**src/sv/tgen_pkg.sv**
```systemverilog
// ----------------------------------------------------------------------------
// Tone generator package
// Shared constants and field layout for the square wave tone generator.
// ----------------------------------------------------------------------------
`default_nettype none

package tgen_pkg;

  // Default clock and prescale settings.
  localparam int unsigned CLOCK_HZ_DEF      = 16000000;
  localparam int unsigned SLOW_PRESCALE_DEF = 8;

  // Frequency request limits in hertz.
  localparam int unsigned FREQ_MIN        = 20;
  localparam int unsigned FREQ_MAX        = 200000;
  localparam int unsigned FREQ_SLOW_LIMIT = 4000;

  // Field widths.
  localparam int unsigned FREQ_W = 18;
  localparam int unsigned CMP_W  = 16;

  // Stream data widths, padded to whole bytes.
  localparam int unsigned S_TDATA_W = 24;
  localparam int unsigned M_TDATA_W = 24;
  localparam int unsigned M_FIELD_W = 3 + CMP_W;

  // Command codes carried in the input tuser bit.
  localparam logic CMD_TICK = 1'b0;
  localparam logic CMD_FREQ = 1'b1;

endpackage

`default_nettype wire

```
**src/sv/square_wave_tone_generator_top.sv**
```systemverilog
// ----------------------------------------------------------------------------
// Square wave tone generator
// Buzzer tone source built on a clear-on-compare timer with a bit-serial
// divider for the compare value.
// ----------------------------------------------------------------------------
// Usage:
//   Input items arrive on the s_axis channel. tuser selects the command:
//   0 is one base clock tick, 1 is a frequency request with the frequency in
//   tdata. Every input item produces exactly one output item on m_axis that
//   shows the state after the item: pin level, sounding flag, compare value
//   and prescale mode. The mute register is written through the cfg channel,
//   which is always ready.
//   Ticks and stop requests are handled in idle: the block is ready again on
//   the next cycle, so ticks can stream at one item per cycle while the
//   receiver keeps taking output items. A play request runs a restoring
//   divider with one quotient bit per cycle over the NUM_W bits of CLOCK_HZ/2,
//   and the block takes no new item until its divide, apply and emit states end.
//   The output item sits in a register; the next item is accepted while it
//   waits, as long as it is taken in the same cycle the new one completes.
//   When the receiver stalls, tready drops once a finished item would have to
//   overwrite the waiting one.
//   Reset stops the timer, clears the counter, the tone and mute.
// ----------------------------------------------------------------------------
`default_nettype none

module square_wave_tone_generator_top #(
  parameter int unsigned CLOCK_HZ      = tgen_pkg::CLOCK_HZ_DEF,
  parameter int unsigned SLOW_PRESCALE = tgen_pkg::SLOW_PRESCALE_DEF
) (
  input  wire logic                           clk_i,
  input  wire logic                           rst_ni,
  // Input items
  input  wire logic                           s_axis_tvalid,
  output      logic                           s_axis_tready,
  input  wire logic [tgen_pkg::S_TDATA_W-1:0] s_axis_tdata,  // [17:0] freq_hz
  input  wire logic                           s_axis_tuser,  // [0] cmd
  // Output items
  output      logic                           m_axis_tvalid,
  input  wire logic                           m_axis_tready,
  // [0] tone_out, [1] sounding, [17:2] compare_value, [18] fast_prescale
  output      logic [tgen_pkg::M_TDATA_W-1:0] m_axis_tdata,
  // Configuration
  input  wire logic                           cfg_valid_i,
  output      logic                           cfg_ready_o,
  input  wire logic                           cfg_data_i     // [0] mute
);

  localparam int unsigned FREQ_W   = tgen_pkg::FREQ_W;
  localparam int unsigned CMP_W    = tgen_pkg::CMP_W;
  localparam int unsigned NUM_W    = $clog2(CLOCK_HZ / 2 + 1);
  localparam int unsigned CNT_W    = $clog2(NUM_W);
  localparam int unsigned PS_W     = $clog2(SLOW_PRESCALE);
  localparam logic [NUM_W-1:0] FAST_NUMER = NUM_W'(CLOCK_HZ / 2);
  localparam logic [NUM_W-1:0] SLOW_NUMER = NUM_W'(CLOCK_HZ / 2 / SLOW_PRESCALE);
  localparam logic [PS_W-1:0]  PS_LIMIT   = PS_W'(SLOW_PRESCALE - 1);
  localparam logic [NUM_W-1:0] CMP_MAX_N  = NUM_W'({CMP_W{1'b1}});
  localparam logic [CNT_W-1:0] CNT_LAST   = CNT_W'(NUM_W - 1);

  typedef enum logic [1:0] {
    S_IDLE,
    S_DIV,
    S_APPLY,
    S_EMIT
  } state_e;

  state_e                        state_q, state_d;
  logic [CMP_W-1:0]              count_q, count_d;
  logic [CMP_W-1:0]              top_q, top_d;
  logic [PS_W-1:0]               ps_q, ps_d;
  logic                          fast_q, fast_d;
  logic                          running_q, running_d;
  logic                          active_q, active_d;
  logic                          pin_q, pin_d;
  logic                          stop_pend_q, stop_pend_d;
  logic                          mute_q, mute_d;
  // Divider state
  logic [FREQ_W-1:0]             div_q, div_d;
  logic [FREQ_W-1:0]             rem_q, rem_d;
  logic [NUM_W-1:0]              quo_q, quo_d;
  logic [CNT_W-1:0]              cnt_q, cnt_d;
  logic                          fast_req_q, fast_req_d;
  // Output register
  logic                          out_valid_q, out_valid_d;
  logic [tgen_pkg::M_TDATA_W-1:0] out_data_q, out_data_d;

  logic                          in_acc;
  logic                          slot_free;
  logic [FREQ_W-1:0]             freq;
  logic                          stop_req;
  logic [FREQ_W:0]               trial;
  logic                          trial_ge;
  logic [NUM_W-1:0]              quo_m1;
  logic [CMP_W-1:0]              new_top;

  assign slot_free     = !out_valid_q || m_axis_tready;
  assign s_axis_tready = (state_q == S_IDLE) && slot_free;
  assign in_acc        = s_axis_tvalid && s_axis_tready;
  assign cfg_ready_o   = 1'b1;
  assign m_axis_tvalid = out_valid_q;
  assign m_axis_tdata  = out_data_q;

  assign freq     = s_axis_tdata[FREQ_W-1:0];
  assign stop_req = mute_q || (freq < FREQ_W'(tgen_pkg::FREQ_MIN))
                    || (freq > FREQ_W'(tgen_pkg::FREQ_MAX));

  // One restoring division step: shift in the next dividend bit and subtract.
  assign trial    = {rem_q, quo_q[NUM_W-1]};
  assign trial_ge = trial >= {1'b0, div_q};

  // Compare value from the quotient: minus one, saturating, zero stays zero.
  assign quo_m1 = quo_q - NUM_W'(1);
  always_comb begin
    if (quo_q == '0) begin
      new_top = '0;
    end else if (quo_m1 > CMP_MAX_N) begin
      new_top = {CMP_W{1'b1}};
    end else begin
      new_top = quo_m1[CMP_W-1:0];
    end
  end

  // Sequencer and timer next-state logic.
  always_comb begin
    logic step;
    logic load_out;
    step        = 1'b0;
    load_out    = 1'b0;
    state_d     = state_q;
    count_d     = count_q;
    top_d       = top_q;
    ps_d        = ps_q;
    fast_d      = fast_q;
    running_d   = running_q;
    active_d    = active_q;
    pin_d       = pin_q;
    stop_pend_d = stop_pend_q;
    mute_d      = mute_q;
    div_d       = div_q;
    rem_d       = rem_q;
    quo_d       = quo_q;
    cnt_d       = cnt_q;
    fast_req_d  = fast_req_q;
    out_valid_d = out_valid_q && !m_axis_tready;
    out_data_d  = out_data_q;

    if (cfg_valid_i) begin
      mute_d = cfg_data_i;
    end

    unique case (state_q)
      S_IDLE: begin
        if (in_acc) begin
          if (s_axis_tuser == tgen_pkg::CMD_TICK) begin
            // Tick: while running, advance the prescaler (bypassed in fast mode), then the counter.
            load_out = 1'b1;
            if (running_q) begin
              if (fast_q) begin
                step = 1'b1;
              end else if (ps_q >= PS_LIMIT) begin
                ps_d = '0;
                step = 1'b1;
              end else begin
                ps_d = ps_q + PS_W'(1);
              end
              if (step) begin
                if (count_q >= top_q) begin
                  count_d = '0;
                end else begin
                  count_d = count_q + CMP_W'(1);
                end
                if (count_d == '0) begin
                  if (stop_pend_q) begin
                    active_d    = 1'b0;
                    pin_d       = 1'b0;
                    stop_pend_d = 1'b0;
                  end else if (active_q) begin
                    pin_d = !pin_q;
                  end
                end
              end
            end
          end else if (stop_req) begin
            // Stop: at once when the counter sits at zero, else at next wrap.
            load_out = 1'b1;
            if (active_q) begin
              if (count_q == '0) begin
                active_d    = 1'b0;
                pin_d       = 1'b0;
                stop_pend_d = 1'b0;
              end else begin
                stop_pend_d = 1'b1;
              end
            end
          end else begin
            // Play: start the divider on the selected numerator.
            fast_req_d = freq > FREQ_W'(tgen_pkg::FREQ_SLOW_LIMIT);
            quo_d      = fast_req_d ? FAST_NUMER : SLOW_NUMER;
            div_d      = freq;
            rem_d      = '0;
            cnt_d      = CNT_LAST;
            state_d    = S_DIV;
          end
        end
      end
      S_DIV: begin
        rem_d = trial_ge ? FREQ_W'(trial - {1'b0, div_q}) : trial[FREQ_W-1:0];
        quo_d = {quo_q[NUM_W-2:0], trial_ge};
        if (cnt_q == '0) begin
          state_d = S_APPLY;
        end else begin
          cnt_d = cnt_q - CNT_W'(1);
        end
      end
      S_APPLY: begin
        // Load the new compare value, starting the timer if it was idle.
        stop_pend_d = 1'b0;
        if (!active_q) begin
          count_d = '0;
          ps_d    = '0;
          pin_d   = 1'b0;
        end
        running_d = 1'b1;
        active_d  = 1'b1;
        fast_d    = fast_req_q;
        if (count_d >= new_top) begin
          count_d = '0;
        end
        top_d   = new_top;
        state_d = S_EMIT;
      end
      S_EMIT: begin
        if (slot_free) begin
          load_out = 1'b1;
          state_d  = S_IDLE;
        end
      end
      default: begin
        state_d = S_IDLE;
      end
    endcase

    // Snapshot of the state after the item.
    if (load_out) begin
      out_valid_d = 1'b1;
      out_data_d  = {(tgen_pkg::M_TDATA_W - tgen_pkg::M_FIELD_W)'(0),
                     fast_d, top_d, active_d, active_d && pin_d};
    end
  end

  // State and registered outputs.
  always_ff @(posedge clk_i or negedge rst_ni) begin
    if (!rst_ni) begin
      state_q     <= S_IDLE;
      count_q     <= '0;
      top_q       <= '0;
      ps_q        <= '0;
      fast_q      <= 1'b0;
      running_q   <= 1'b0;
      active_q    <= 1'b0;
      pin_q       <= 1'b0;
      stop_pend_q <= 1'b0;
      mute_q      <= 1'b0;
      cnt_q       <= '0;
      out_valid_q <= 1'b0;
    end else begin
      state_q     <= state_d;
      count_q     <= count_d;
      top_q       <= top_d;
      ps_q        <= ps_d;
      fast_q      <= fast_d;
      running_q   <= running_d;
      active_q    <= active_d;
      pin_q       <= pin_d;
      stop_pend_q <= stop_pend_d;
      mute_q      <= mute_d;
      cnt_q       <= cnt_d;
      out_valid_q <= out_valid_d;
    end
  end

  // Divider and output payload registers.
  always_ff @(posedge clk_i) begin
    div_q      <= div_d;
    rem_q      <= rem_d;
    quo_q      <= quo_d;
    fast_req_q <= fast_req_d;
    out_data_q <= out_data_d;
  end

  // A pending stop only exists while a tone is sounding.
  a_stop_needs_active: assert property (@(posedge clk_i) disable iff (!rst_ni)
    stop_pend_q |-> active_q)
    else $error("stop pending without an active tone");

  // A tone never sounds on a stopped timer.
  a_active_needs_run: assert property (@(posedge clk_i) disable iff (!rst_ni)
    active_q |-> running_q)
    else $error("active tone with the timer stopped");

  // The pin is low whenever the tone is not active.
  a_pin_low_idle: assert property (@(posedge clk_i) disable iff (!rst_ni)
    !active_q |-> !pin_q)
    else $error("pin high without an active tone");

  // The counter never runs past the compare value.
  a_count_le_top: assert property (@(posedge clk_i) disable iff (!rst_ni)
    count_q <= top_q)
    else $error("counter past the compare value");

  // The prescaler stays within its divide range.
  a_ps_range: assert property (@(posedge clk_i) disable iff (!rst_ni)
    ps_q <= PS_LIMIT)
    else $error("prescaler out of range");

endmodule

`default_nettype wire
```
**config.mk**
```make
export PLATFORM = sky130hd
export DESIGN_NAME = square_wave_tone_generator_top
export DESIGN_NICKNAME = d
export VERILOG_FILES = /design/src/sv/tgen_pkg.sv /design/src/sv/square_wave_tone_generator_top.sv
export SDC_FILE = /design/constraint.sdc
export NUM_CORES = 1
export LEC_CHECK = 0
export ABC_CLOCK_PERIOD_IN_PS = 9900
export BUFFER_PORTS_ARGS = -buffer_cell sky130_fd_sc_hd__buf_2
export CAP_MARGIN = 20
export CORE_MARGIN = 2
export CORE_UTILIZATION = 55
export DETAILED_ROUTE_END_ITERATION = 7
export PLACE_DENSITY_LB_ADDON = 0.3
export SYNTH_ARGS = -nofsm -noshare
export SYNTH_HDL_FRONTEND = slang
export SYNTH_SLANG_ARGS = --single-unit
```
**constraint.sdc**
```tcl
create_clock -name clk_i -period 9.9 [get_ports clk_i]
set_input_delay 1.98 -clock clk_i [delete_from_list [all_inputs] [get_ports clk_i]]
set_output_delay 1.98 -clock clk_i [all_outputs]
set_load 0.005 [all_outputs]
```
==> Yosys cells after proc, flatten, opt, wreduce, memory -nomap -nowiden <==
Cells that the tools add are included.
{ "word_totals": {"word_cells": 162, "in_bits": 31, "out_inout_bits": 27, "register_bits": 128} }
{ "classes": {"n_addsub": 5, "muxes": 88, "n_reduce_logical": 24, "bitwise_logic": 1, "n_eq_ne": 19, "magnitude_cmp": 8} }
{ "ops": {"columns": ["op", "n"], "rows": [
  ["$mux 16", 16],
  ["$mux 23", 4],
  ["$mux 18", 4],
  ["$pmux 23 s2", 1],
  ["$mux 1", 39],
  ["$pmux 18 s2", 1],
  ["$ge 16x16->1", 2],
  ["$logic_not 16->1", 2],
  ["$pmux 16 s2", 1],
  ["$gt 23x16->1 const B", 1],
  ["$logic_not 23->1", 1],
  ["$sub 23x1->23 const B", 1],
  ["$mux 5", 4],
  ["$ne 2x2->1 const B", 10],
  ["$ge 19x18->1", 1],
  ["$gt 18x12->1 const B", 1],
  ["$gt 18x18->1 const B", 1],
  ["$lt 18x5->1 const B", 1],
  ["$mux 3", 6],
  ["$sub 18x18->18", 1],
  ["$add 16x1->16 const B", 1],
  ["$reduce_and 5->1", 3],
  ["$mux 2", 5],
  ["$pmux 5 s2", 1],
  ["21 further kinds", 37]
]} }

==> Depth between registers and ports, before layout <==
Gate-level depths: netlist of run 1.
{ "depth": {"depth_word": 20, "ltp_mapped": 20, "depth_no_buf": 18} }

==> Worst setup path before layout of run 1 <==
OpenSTA, ideal clock, no wires.
{ "synth_timing": {"path_kind": "register -> register", "startpoint": "register quo_q[5]", "endpoint": "register count_q[10]", "arrival_time_ns": 4.728, "n_path_buf": 3, "t_required_ns": 9.812, "synth_period_minus_slack_ns": 4.816, "slack_ns": 5.084, "path_stages_with_launch": 21, "setup_ns": 0.088, "path_cell_list": "edfxtp_1 -> buf_6 -> or4_4 -> or3_4 -> or3_1 -> buf_6 -> nor2_8 -> mux2_4 -> a32oi_1 -> o21bai_1 -> buf_2 -> o21a_1 -> ha_1 -> nand2b_1 -> a21o_1 -> a21oi_1 -> o21ai_0 -> o31a_1 -> o21ai_0 -> nand2_1 -> a41oi_1"} }
{ "synth_between": {"elab_chain_len": 7, "word_cells_on_any_way": 8, "classes_between": "add/sub: 1; order compare: 2; mux: 4; reduce/logical: 1"} }
{ "synth_rtl": {"columns": ["element", "line", "source"], "rows": [
  ["start: declaration", "square_wave_tone_generator_top.sv:79", "logic [NUM_W-1:0] quo_q, quo_d;"],
  ["start signal: assignment", "square_wave_tone_generator_top.sv:285", "quo_q <= quo_d;"],
  ["$sub 23x1->23", "square_wave_tone_generator_top.sv:111", "assign quo_m1 = quo_q - NUM_W'(1);"],
  ["$gt 23x16->1", "square_wave_tone_generator_top.sv:115", "end else if (quo_m1 > CMP_MAX_N) begin"],
  ["$mux 16", "square_wave_tone_generator_top.sv:115", null],
  ["$mux 16 *", "square_wave_tone_generator_top.sv:113", "if (quo_q == '0) begin"],
  ["$ge 16x16->1 *", "square_wave_tone_generator_top.sv:225", "if (count_d >= new_top) begin"],
  ["$mux 16 *", "square_wave_tone_generator_top.sv:225", null],
  ["$pmux 16 s2 *", "square_wave_tone_generator_top.sv:150", "unique case (state_q)"],
  ["end signal: assignment", "square_wave_tone_generator_top.sv:267", "count_q <= count_d;"],
  ["end: declaration", "square_wave_tone_generator_top.sv:67", "logic [CMP_W-1:0] count_q, count_d;"]
]} }
Mark *: on every way between the ends. The rest lies on a longest branch, timed or not.
A chain may end at the register's enable or synchronous reset.

==> Worst setup path after layout of run 1 <==
{ "layout_timing": {"startpoint": "register quo_q[5]", "endpoint": "register count_q[13]"} }
Same word-level chain as after synthesis.

==> flow_metrics.py, run 1 <==
metrics = {
    "setup_path": {
        "path_delay_family": "compound AO/OA/AOI/OAI gates",
        "critPathCaptureType": "register",
        "cp_cell_sequence": "or4_4 > or3_4 > or3_1 > nor2_8 > mux2_4 > a32oi_1 > o21bai_1 > o21a_1 > ha_1 > nand2b_1 > a21o_1 > a21oi_1 > o21ai_0 > o31a_1 > o21ai_0 > nand2_1 > a41oi_1",
        "reg2reg_to": "count_q[13]$_DFFE_PN0P_",
        "worstSetupPathType": "register to register",
        "reg2reg_from": "quo_q[5]$_SDFFCE_PN0P_",
        "cp.arrival_ps": 6030,
        "rrSetupSlack_ps": 4210,
        "crit_fanout": 13,
        "crit_top_cell": "o21ai_0",
        "cp-start-kind": "register",
        "r2r_cells": 17,
        "slowest_delay_ps": 630,
        "cp_num_buf_inv": 0,
        "required_ps": 10240,
        "slowest_stage": "or4_4",
    },
    "power_and_ir_drop": {
        "internal_power_mw": 1.477,
        "p_clk_share_pct": 27.7,
        "leakage_nw": 3.955,
        "p_seq_share_pct": 35.4,
        "p_sw_mw": 0.8796,
        "cellPowerDensity_nw_per_um2": 253.1,
        "p_comb_share_pct": 36.9,
        "p_sw_share_pct": 37.32,
        "vdd_drop_max_v": 0.0001507,
    },
    "routing": {
        "drc": 0,
        "drtIter0Drc": 623,
        "drtAntennaViolNets": 0,
        "vias_per_cell": 5.949,
        "wl_um": 18030,
        "wl_per_cell_um": 16.38,
        "drtPass1Iterations": 5,
        "dr_total_vias": 6550,
    },
    "final_layout": {
        "fill_cells": 1233,
        "antenna_cells": 0,
        "final_cells": 1101,
        "final_nets": 995,
        "syn2layout_area_growth_pct": 11.41,
        "final_layout_size_suffix_gt1_share_pct": 12.92,
    },
    "synth": {
        "synth_cell_types": 71,
        "syn_inst": 870,
        "ys_ff_latch": 128,
        "synth_commonest_cells": "edfxtp_1, nor2_1, inv_1, ha_1, nand2_1",
        "yosysWarningCount": 0,
        "synth_area_um2": 8357,
        "async_reset_ff_share_pct": 38.28,
        "synth-edff-count": 79,
        "ys_seq_area_share_pct": 43.06,
        "synth_flop_cell": "edfxtp_1",
        "synth.area.top_cells": "edfxtp_1, dfrtp_1, ha_1",
        "synth_top_area_share_pct": 28.39,
        "synth_area_per_cell_um2": 9.605,
        "synthMostInstantiatedCell": "edfxtp_1",
        "yosysTopAreaCell": "edfxtp_1",
    },
    "cts": {
        "cts_tree": "yes",
        "post-cts-setup-buffers": 0,
        "clock_latency_ps": 430,
        "cts_resized": 0,
        "cts_hold_buf": 0,
        "cts-root-buf": "clkbuf_16",
        "htreeDepth": 4,
        "cts_num_sinks": 128,
        "cts_buffers": 17,
        "path_clk_slew_ps": 60,
        "clock_path_buffers": 2,
    },
    "hold_path": {
        "min_to": "ps_q[1]$_DFFE_PN0P_",
        "hp-start": "ps_q[1]$_DFFE_PN0P_",
        "hold_path_depth": 1,
        "min_path_type": "register to register",
    },
    "global_route": {
        "grt_max_degree": 50,
        "antenna_found_initial": 0,
        "grt_pass1_vias": 6040,
        "grt_overflow": 0,
        "grt_pass1_wl_um": 30030,
        "grt_usage_pct": 23.41,
    },
    "placement": {
        "dp_cells": 1067,
        "io_buffer_count": 45,
        "hpwl_um": 12800,
        "gp_congestion": 0.8467,
    },
    "run_status": {
        "status": "complete, no violations",
    },
    "sta": {
        "max_freq_mhz": 175.8,
        "hold_viol_final": 0,
        "tns_ps": 0,
        "drv_slew": 0,
        "setup_viol": 0,
        "finClkSkew_ps": 12.19,
        "fin_crit_sh_pct": 57.47,
        "holdWs_ps": 524.6,
        "rsz0062_at_grt": "false",
        "fin_crit_ps": 5690,
        "relSlewSlack_pct": 30.45,
        "worst_slew_pin_slew_ps": 1042,
    },
    "floorplan": {
        "pin_count": 58,
        "core_area_um2": 15030,
        "rows": 45,
        "die_x_um": 127.3,
        "start_util_pct": 55.59,
        "die_area_um2": 16200,
        "die_h_um": 127.3,
    },
    "run": {
        "drv_cap": 0,
    },
}
cell families after synthesis:
logic type,Yosys count,share of synthesized area (%)
xor+xnor,35,3.668
other cells,2,0.08987
simple gates,301,18.37
fa+ha+maj,64,9.672
mux,17,2.171
buf+inv,115,5.779
flops,128,43.06
compound gates,208,17.19
power by group through the flow:
stage                     logic, mW  registers [mW]  clock network, mW
after global placement        0.841           0.838                  0
after detailed placement      0.856           0.841                  0
final                         0.871           0.834              0.653
after CTS                     0.863           0.832              0.663
after global routing          0.978           0.852              0.682
after floorplan               0.697           0.792                  0
cell type report:
cell class,count,area [um2],area share (%)
clock inverter,11,121.4,1.304
tap,188,235.2,2.527
sequential,128,3598,38.65
timing repair buffer,53,292.8,3.145
inverter,69,259.0,2.782
multi-input combinational,631,4300,46.19
clock buffer,21,503.0,5.402
worst reg2reg max path: cells and delay by family, from the launching register on:
family          cells  cell delay (ps)
simple gates        6             2210
mux                 1              320
compound gates      9             2230
flops               1              560
fa+ha+maj           1              280
layout by cell type, fill, tap and decap left out, drive strengths merged, types with 8 or more instances in the layout:
cell	count
mux2i	11
o21ai	55
a21oi	47
dfrtp	49
nand2b	13
xor2	11
and2	22
nand3	23
xnor2	24
nor3	31
or3	9
ha	63
and3	8
o21a	10
a21o	12
nand4	15
nand2	62
buf	52
a31oi	9
clkbuf	22
edfxtp	79
nor4	9
a41oi	10
nor2	77
a311oi	13
inv	72
how the worst max path moves through the flow:
| stage | from | end | slack (ps) | depth (start not counted) |
|---|---|---|---|---|
| floorplan | quo_q[5]$_SDFFCE_PN0P_ | count_q[10]$_DFFE_PN0P_ | 5080 | 20 |
| global placement | quo_q[5]$_SDFFCE_PN0P_ | count_q[13]$_DFFE_PN0P_ | 4320 | 17 |
| detailed placement | quo_q[5]$_SDFFCE_PN0P_ | count_q[7]$_DFFE_PN0P_ | 4250 | 17 |
| CTS | quo_q[5]$_SDFFCE_PN0P_ | count_q[13]$_DFFE_PN0P_ | 4210 | 17 |
| global route | quo_q[5]$_SDFFCE_PN0P_ | count_q[4]$_DFFE_PN0P_ | 3840 | 17 |
| finish | quo_q[5]$_SDFFCE_PN0P_ | count_q[13]$_DFFE_PN0P_ | 4210 | 17 |
registers in the layout, indices dropped and copies added, names as in the netlist, 2 cells and up:
name and cells:
cnt_q 5, count_q 16, div_q 18, m_axis_tdata 19, ps_q 3, quo_q 23
rem_q 18, state_q 2, top_q 16
through the flow:
| stage | util [%] | worst slack (ps) | instance area (um2) | total power, mW |
|---|---|---|---|---|
| after floorplan | - | 5084 | 8372 | 1.490 |
| after global placement | 57.63 | 4316 | 8663 | 1.679 |
| after detailed placement | 57.63 | 4248 | 8663 | 1.697 |
| after CTS | 61.78 | 4211 | 9288 | 2.359 |
| after global routing | 61.93 | 3837 | 9310 | 2.512 |
| final | 61.93 | 4210 | 9310 | 2.357 |
per-layer routing:
layer | part of all wire, % | GRT usage, %
met5 | 0 | 0
met4 | 2.1 | 9.438
met1 | 47 | 33.23
met3 | 4.8 | 4.774
met2 | 46 | 35.36
Power figures use the tool's default switching activity.
==> run 2: changes to the inputs <==
- ABC_AREA: not set -> 1
- ABC_CLOCK_PERIOD_IN_PS: 9900 -> 5830
- clock period: 9.9 -> 5.83 ns (I/O delays scaled with it)
==> run 2 against run 1 <==
Against the previous run:
- sequential cell count is the same
- synthesized area grew 6.7%
- combinational power grew 110%
- clock skew grew 1.9 ps
- clock power grew 62%
- power grew 87%
- cell area grew 6.0%
- die area grew 6.5%
- critical path type unchanged
- largest cell class unchanged
==> flow_metrics.py, run 2 <==
metrics = {
    "cts": {
        "cts_tree": "yes",
        "cts_hold_buf": 0,
        "clock_latency_ps": 430,
        "path_clk_slew_ps": 60,
        "htreeDepth": 4,
        "cts_buffers": 17,
        "post-cts-setup-buffers": 0,
        "cts_num_sinks": 128,
        "cts-root-buf": "clkbuf_16",
        "cts_resized": 0,
        "clock_path_buffers": 2,
    },
    "synth": {
        "ys_ff_latch": 128,
        "synth.area.top_cells": "edfxtp_1, dfrtp_1, nand2_1",
        "synth-edff-count": 79,
        "async_reset_ff_share_pct": 38.28,
        "yosysWarningCount": 0,
        "synth_flop_cell": "edfxtp_1",
        "syn_inst": 1131,
        "synth_top_area_share_pct": 26.61,
        "synth_area_per_cell_um2": 7.883,
        "ys_seq_area_share_pct": 40.36,
        "synth_area_um2": 8916,
        "synth_cell_types": 53,
        "synth_commonest_cells": "nand2_1, inv_1, nor2_1, edfxtp_1, a21oi_1",
        "yosysTopAreaCell": "edfxtp_1",
        "synthMostInstantiatedCell": "nand2_1",
    },
    "placement": {
        "gp_congestion": 0.9608,
        "io_buffer_count": 45,
        "hpwl_um": 14690,
        "dp_slack_ps": 1696,
    },
    "global_route": {
        "grt_pass1_vias": 7038,
        "grt_usage_pct": 23.90,
        "grt_max_degree": 67,
        "grt_overflow": 0,
        "grt_pass1_wl_um": 33270,
        "antenna_found_initial": 0,
    },
    "sta": {
        "max_freq_mhz": 235.5,
        "setup_slack_ps": 1583,
        "relSlewSlack_pct": 30.80,
        "hold_viol_final": 0,
        "setup_viol": 0,
        "worst_slew_pin_slew_ps": 1035,
        "rsz0062_at_grt": "false",
        "tns_ps": 0,
        "fin_crit_ps": 4247,
        "fin_crit_sh_pct": 72.85,
        "drv_slew": 0,
        "finClkSkew_ps": 14.05,
    },
    "setup_path": {
        "crit_path_start": "quo_q[0]$_SDFFCE_PN0P_",
        "worstSetupPathType": "register to register",
        "critPathCaptureType": "register",
        "cp.arrival_ps": 4590,
        "crit_fanout": 16,
        "reg2reg_to": "count_q[0]$_DFFE_PN0P_",
        "endpoint": "count_q[0]$_DFFE_PN0P_",
        "cp-start-kind": "register",
        "reg2reg_from": "quo_q[0]$_SDFFCE_PN0P_",
        "required_ps": 6170,
        "r2r_cells": 25,
        "rrSetupSlack_ps": 1580,
    },
    "final_layout": {
        "final_common_cell": "nand2_1",
        "syn2layout_area_growth_pct": 10.65,
        "largest-register": "quo_q",
        "final_cell_mix": "nand2_1, inv_1, nor2_1, edfxtp_1, a21oi_1",
        "multi_input_area_um2": 4507,
        "final_layout_size_suffix_gt1_share_pct": 10.42,
        "fin_util_pct": 62.11,
        "antenna_cells": 0,
        "fill_cells": 1422,
        "largest_register_ffs": 23,
        "final-seq-area_um2": 3598,
        "final_nets": 1262,
    },
    "power_and_ir_drop": {
        "leakage_nw": 4.683,
        "vdd_drop_max_v": 0.0004227,
        "cellPowerDensity_nw_per_um2": 445.8,
    },
    "routing": {
        "wl_um": 20190,
        "vias_per_cell": 5.410,
        "wl_per_cell_um": 14.46,
        "drc": 0,
        "dr_total_vias": 7553,
        "drtIter0Drc": 593,
        "drtAntennaViolNets": 0,
        "drtPass1Iterations": 7,
    },
    "floorplan": {
        "core_area_um2": 15890,
        "rows": 46,
        "pin_count": 58,
        "die_h_um": 131.3,
        "die_x_um": 131.3,
        "die_area_um2": 17240,
        "start_util_pct": 56.13,
    },
    "run_status": {
        "status": "complete, no violations",
    },
    "run": {
        "drv_cap": 0,
    },
    "hold_path": {
        "min_path_type": "register to register",
    },
}
run 2: cell types whose count changed after synthesis, moves of 14 or more:
| cell | before | now |
|---|---|---|
| xor2_1 | 11 | 31 |
| a21oi_1 | 46 | 76 |
| nand3_1 | 23 | 67 |
| and2_1 | 22 | 0 |
| inv_1 | 68 | 166 |
| xnor2_1 | 24 | 10 |
| nand2_1 | 62 | 230 |
| o21ai_1 | 0 | 16 |
| nor2_1 | 75 | 118 |
run 2: kinds of logic after synthesis:
group / Yosys count / share of synthesized area, %
compound gates: 190 / 11.63
flops: 128 / 40.36
fa+ha+maj: 64 / 9.065
other cells: 2 / 0.08423
xor+xnor: 41 / 4.027
buf+inv: 207 / 9.472
simple gates: 499 / 25.36
run 2: worst min-delay path by stage:
| stage | cells after the start | startpoint | to | slack (ps) |
|---|---|---|---|---|
| after floorplan | 2 | fast_req_q$_DFFE_PP_ | fast_q$_DFF_PN0_ | 440 |
| after global placement | 2 | cnt_q[0]$_DFFE_PN0P_ | cnt_q[0]$_DFFE_PN0P_ | 480 |
| after detailed placement | 2 | cnt_q[0]$_DFFE_PN0P_ | cnt_q[0]$_DFFE_PN0P_ | 500 |
| after CTS | 2 | cnt_q[0]$_DFFE_PN0P_ | cnt_q[0]$_DFFE_PN0P_ | 510 |
| after global routing | 1 | ps_q[0]$_DFFE_PN0P_ | ps_q[0]$_DFFE_PN0P_ | 550 |
| final | 2 | cnt_q[0]$_DFFE_PN0P_ | cnt_q[0]$_DFFE_PN0P_ | 510 |
run 2: per-layer routing:
metal	track usage [%]	vias up	wire length [um]
li1	-	3813	-
met1	31.38	3499	9270
met3	4.167	30	993
met5	0	-	0
met4	8.031	0	340
met2	40.20	211	9585
run 2: final cells by class:
type / count / area share, %
inverter: 169 / 6.430
timing repair buffer: 51 / 2.739
tap: 216 / 2.739
clock inverter: 14 / 1.585
clock buffer: 18 / 4.350
multi-input combinational: 800 / 45.68
sequential: 128 / 36.47
run 2: worst max-delay path: stages, from the launching register on:
cell      delay (ps)
edfxtp_1         420
inv_1            170
ha_1             230
nand2_2          120
nor3_2           180
xor2_1           320
inv_1            120
nor3_1           180
nand3_1          110
nor3_1           140
nand3_1          140
nand3_2          250
o21ai_0          150
ha_1             330
nand2_1           90
inv_1             40
nand3_1          100
inv_1             60
a21oi_1          150
nand2_1           70
a31oi_1          130
buf_4            240
nand3_1          100
a21oi_1          140
o21ai_0           90
o21ai_0          100
run 2: through the flow:
stage          cell area [um2]  instances  total power, mW  hold WS (ps)
2_1_floorplan             8931       1135            2.880         440.8
5_1_grt                   9866       1396            4.724         546.2
3_5_place_dp              9280       1364            3.317         500.0
6_report                  9866       1396            4.398         512.4
4_1_cts                   9866       1396            4.408         512.3
3_3_place_gp              9280       1364            3.274         484.8
run 2: where the power goes:
group | total (mW) | internal (mW) | switching (mW)
Sequential | 1.51 | 1.29 | 0.219
Combinational | 1.83 | 0.591 | 1.24
Clock | 1.06 | 0.635 | 0.429
Total | 4.40 | 2.51 | 1.88
